File: src/hdl/ctrc_pkg.sv
// ----------------------------------------------------------------------------
// Compact target retarget check: shared package
// Field widths, result codes and the per-stage side record of the pipeline.
// ----------------------------------------------------------------------------
`default_nettype none

package ctrc_pkg;

  localparam int MANT_W  = 23;
  localparam int SPAN_W  = 27;
  localparam int PROD_W  = 52;
  localparam int HALF_W  = 26;
  localparam int RECIP_W = 53;
  localparam int DIV_W   = 19;
  localparam int RAW_W   = 33;
  localparam int HASH_W  = 256;

  localparam logic [31:0] MAX_TARGET_RESET = 32'h1e0ffff0;

  localparam logic [1:0] REASON_OK     = 2'd0;
  localparam logic [1:0] REASON_LINK   = 2'd1;
  localparam logic [1:0] REASON_TARGET = 2'd2;
  localparam logic [1:0] REASON_PROOF  = 2'd3;

  typedef struct packed {
    logic [31:0] block_bits;
    logic [31:0] parent_bits;
    logic        known;
    logic        link_ok;
    logic        retarget;
    logic        proof_ok;
  } side_t;

endpackage

`default_nettype wire

File: src/hdl/ctrc_proof.sv
// ----------------------------------------------------------------------------
// Compact target retarget check: proof comparison
// Expands the claimed compact target and compares the hash against it
// in three stages.
// ----------------------------------------------------------------------------
`default_nettype none

module ctrc_proof (
  input  logic                        clk,
  input  logic                        en,
  input  logic [31:0]                 block_bits,
  input  logic [ctrc_pkg::HASH_W-1:0] hash,
  output logic                        proof_ok
);

  localparam int HSW = ctrc_pkg::HASH_W;

  logic [7:0]     exp_v;
  logic [7:0]     sh;
  logic [HSW-1:0] target;

  logic           s1_range;
  logic [HSW-1:0] s1_target;
  logic [HSW-1:0] s1_hash;

  logic           s2_range;
  logic [3:0]     s2_lt;
  logic [3:0]     s2_eq;

  assign exp_v  = block_bits[31:24];
  assign sh     = {5'(exp_v - 8'd3), 3'b000};
  assign target = {233'd0, block_bits[ctrc_pkg::MANT_W-1:0]} << sh;

  always_ff @(posedge clk) begin
    if (en) begin
      s1_range  <= (exp_v >= 8'd3) && (exp_v <= 8'd30);
      s1_target <= target;
      s1_hash   <= hash;
    end
  end

  always_ff @(posedge clk) begin
    if (en) begin
      s2_range <= s1_range;
      for (int w = 0; w < 4; w++) begin
        s2_lt[w] <= s1_hash[64*w +: 64] < s1_target[64*w +: 64];
        s2_eq[w] <= s1_hash[64*w +: 64] == s1_target[64*w +: 64];
      end
    end
  end

  always_ff @(posedge clk) begin
    if (en) begin
      proof_ok <= s2_range && (s2_lt[3] || (s2_eq[3] && (s2_lt[2] || (s2_eq[2]
                  && (s2_lt[1] || (s2_eq[1] && (s2_lt[0] || s2_eq[0])))))));
    end
  end

endmodule

`default_nettype wire

File: config.mk
export PLATFORM = sky130hd
export DESIGN_NAME = ctrc_proof
export DESIGN_NICKNAME = d
export VERILOG_FILES = /design/src/hdl/ctrc_pkg.sv /design/src/hdl/ctrc_proof.sv
export SDC_FILE = /design/constraint.sdc
export NUM_CORES = 1
export LEC_CHECK = 0
export ABC_AREA = 1
export BUFFER_PORTS_ARGS = -buffer_cell sky130_fd_sc_hd__buf_2
export CORE_ASPECT_RATIO = 0.7
export CORE_MARGIN = 5
export CORE_UTILIZATION = 47
export DETAILED_ROUTE_END_ITERATION = 10
export GPL_TIMING_DRIVEN = 0
export PLACE_DENSITY = 0.69
export SYNTH_ARGS = -nofsm -noshare
export SYNTH_HDL_FRONTEND = slang
export SYNTH_SLANG_ARGS = --single-unit
export TNS_END_PERCENT = 5
File: constraint.sdc
create_clock -name clk -period 2.6 [get_ports clk]
set_clock_uncertainty 0.2 [all_clocks]
set_input_delay 0.39 -clock clk [delete_from_list [all_inputs] [get_ports clk]]
set_output_delay 0.39 -clock clk [all_outputs]
set_load 0.03 [all_outputs]
==> impl_metrics.csv <==
group,metric,value,unit
global_route,grt_pass1_vias,18900,
yosys,synth_cell_types,29,
cells_and_area,areaGrowthSynthToFinish,28.0,%
cells_and_area,nets,3411,
global_route,grt_overflow,0,
placement,port_buffers,289,
yosys,yosysTopAreaCell,"edfxtp_1",
cells_and_area,multi_input_area,8090,sq um
setup_path,criticalPathCategory,"in2reg",
die,dieArea,58400,sq um
sta,max_slew.worst_pin.slew,0.888,ns
clock_tree,clk_latency,0.62,ns
routing,avgRoutedWirePerCell,19.8,um
clock_tree,path_clk_slew,0.07,ns
outcome,status,"finished, final reports clean",
setup_path,setup.worst_path.start,"block_bits[24]",
power,power_density,670,nW/um^2
sta,setup_viol,0,
die,num_io_pins,291,
sta,fin_hold_ws,0.112,ns
sta,period_needed,2.60,ns
cells_and_area,drive_gt1_frac,0.157,
yosys,synth_top_area_share,0.623,
yosys,ys_ff_latch,523,
yosys,synthCells,2255,
global_route,antenna_found_initial,8,
clock_tree,htreeDepth,2,
global_route,grt_pass1_wl,107000,um
routing,via_count,18700,
min_path,hold_path_startpoint,"block_bits[17]",
clock_tree,clockRootBuffer,"clkbuf_16",
setup_path,slowest_stage,"ha_1",
sta,hold_viol_final,0,
cells_and_area,regArea,15700,sq um
power,power_leakage,14.1,nW
global_route,track_usage,0.243,
placement,dp_hpwl,52000,um
run,cap_violations,0,
setup_path,r2r-end,"s2_eq[2]",
setup_path,crit_required,2.85,ns
power,ir_drop,767,uV
setup_path,crit_arrival,2.85,ns
cells_and_area,stdcell_count,3645,
min_path,whs_endpoint,"s1_target[137]",
clock_tree,cts_buffers,52,
yosys,avgSynthCellArea,11.2,sq um
sta,fin_ws,0.000359,ns
routing,route.detailed.drc,0,
sta,timing.final.crit_share,1.00,
placement,dp.cells,3278,
yosys,netlist_area,25200,sq um
yosys,ys_warn_count,0,
yosys,syn_nets,2803,
clock_tree,cts_tree,"built",
setup_path,cp_max_fo,10,
die,start_util,0.472,
sta,max-slew-margin-rel,0.408,
die,die_h,204,um
setup_path,critical-path-max-stage-delay,0.31,ns
routing,routed_wl,72300,um
placement,dp_slack,-1.12,ns
setup_path,path_cells,"buf_2 > buf_4 > inv_1 > buf_6 > buf_4 > ha_1 > inv_1 > buf_4 > clkbuf_4 > nand2_1 > o21ai_1 > nand2_2 > buf_4 > nor3_1",
setup_path,crit_path_end_kind,"register",
setup_path,r2r-start,"s1_target[159]",
setup_path,path_common_cell,"buf_4",
setup_path,ff2ff_setup_slack,0.04,ns
cells_and_area,fillers,4205,
sta,setup_tns,0,ns
routing,drt_pass1_iterations,5,
routing,detail-route-antenna-nets,0,
sta,rsz0062_at_grt,"yes",
routing,drt_iter0_drc,1556,
routing,detail_route.vias_per_cell,5.14,
setup_path,reg2reg_depth,8,
yosys,yosysSeqAreaShare,0.623,
die,row_count,71,
min_path,hold_class,"in2reg",
yosys,synth_area_leaders,"edfxtp_1 (62%), ha_1 (13%), nand2_1 (6.5%)",
setup_path,start_kind,"input port",
min_path,hold_depth,3,
die,core,53400,sq um
sta,max_clock_freq,0.385,GHz
die,die_w,287,um
setup_path,critPathBufInv,9,
placement,gp_congestion,0.925,
clock_tree,cts_sinks,523,
global_route,grt_max_degree,137,
sta,slew_viol_final,0,
clock_tree,clk_path_buf_depth,3,
setup_path,critPathTopFamily,"buffers and inverters",
-- layer usage --
layer | vias up | global-route usage | wire length (um) | part of all wire
met3 | 126 | 0.0460 | 6020 | 0.083
met2 | 742 | 0.389 | 32900 | 0.45
met5 | - | 0 | 14 | 0.00019
li1 | 8925 | - | - | -
met4 | 2 | 0.0746 | 2130 | 0.029
met1 | 8923 | 0.342 | 31200 | 0.43
-- final cells by class --
cell class / instances / share of cell area
clock inverters: 44 / 0.0170
well taps: 730 / 0.0283
flip-flops and latches: 523 / 0.487
plain buffers: 63 / 0.00958
inverters: 318 / 0.0370
repair buffers: 554 / 0.129
diodes: 8 / 0.000620
multi-input cells: 1351 / 0.251
clock buffers: 54 / 0.0406
-- worst reg2reg max path: stages, from the launching register on --
cell      delay (ns)
edfxtp_1        0.33
inv_1           0.08
ha_1            0.30
nand2_1         0.08
nor2_1          0.20
nand2_1         0.16
nor2_1          0.49
nand4_1         0.34
nor3_1          0.21
-- cells by family after synthesis --
group	count (synthesis)	synth area share
DFF	523	0.623
and+or+nand+nor	871	0.140
AOI/OAI and AO/OA	221	0.0482
buffers and inverters	381	0.0590
xor gates and xnor gates	1	0.00109
adders and majority gates	258	0.128
-- flip-flops by register name, summed over array words and instances (netlist names) --
name and count:
s2_eq 4, s1_range 1, proof_ok 1, s1_target 256, s1_hash 256, s2_range 1
s2_lt 4
-- timing repair --
action                                  in CTS  in global routing
buffers inserted                             0                  1
hold buffers                               260                  0
endpoints found under the hold margin      258                  0
pin swaps                                    1                  4
endpoints found under the setup margin     121                134
resized for setup                           13                 44
-- power breakdown --
group | internal, mW | switching, mW | leakage (nW)
Sequential | 10.0 | 0.265 | 5.05
Combinational | 1.21 | 1.90 | 8.18
Clock | 4.80 | 3.42 | 0.910
-- cell usage after synthesis --
cell      instances
edfxtp_1        523
nand2_1         436
inv_1           316
nor2_1          280
ha_1            258
a21oi_1         116
nor3_1           77
o21ai_0          58
nand3_1          31
buf_2            30
nand4_1          23
o21a_1           16
clkbuf_1         15
buf_1            13
nor4_1            8
o22ai_1           8
or2_1             8
a31oi_1           7
o32ai_1           7
a21o_1            5
buf_4             5
o21bai_1          4
nor3_2            3
inv_2             2
nand2_2           2
nand2_4           1
nor3b_1           1
or2_2             1
xor2_4            1
-- placed cells by master (no fill, tap or decap), types with 4 or more instances in the layout --
master         Yosys  final
a21o_1             5      5
a21oi_1          116    116
a31oi_1            7      7
buf_1             13     13
buf_16             0      4
buf_2             30    318
buf_4              5      7
bufinv_16          0     11
clkbuf_1          15     13
clkbuf_16          0     52
clkinv_1           0      8
clkinv_2           0     12
diode_2            0      8
dlygate4sd3_1      0    260
edfxtp_1         523    523
ha_1             258    258
inv_1            316    316
inv_6              0      5
nand2_1          436    423
nand2_2            2     15
nand3_1           31     31
nand4_1           23     23
nor2_1           280    275
nor2_2             0      4
nor3_1            77     74
nor3_2             3      6
nor4_1             8      8
o21a_1            16     16
o21ai_0           58     40
o21ai_1            0     15
o21bai_1           4      4
o22ai_1            8      7
o32ai_1            7      7
or2_1              8      8
-- worst max-delay path by stage --
stage	cells after the start	end	slack [ns]
floorplan	12	s1_target[199]	0.03
global placement	1	s1_hash[8]	-6.51
detailed placement	12	s1_target[38]	-1.12
CTS	13	s1_target[184]	-0.14
global route	13	s1_target[62]	-0.05
finish	14	s1_target[58]	0.0004
-- stage by stage --
step	area [sq um]	total power, mW	utilization
2_1_floorplan	25200	11.9	-
3_3_place_gp	27600	13.1	0.516
3_5_place_dp	27700	13.2	0.518
4_1_cts	32200	21.7	0.602
5_1_grt	32300	22.5	0.604
6_report	32300	21.6	0.604
(Power assumes the default switching activity.)
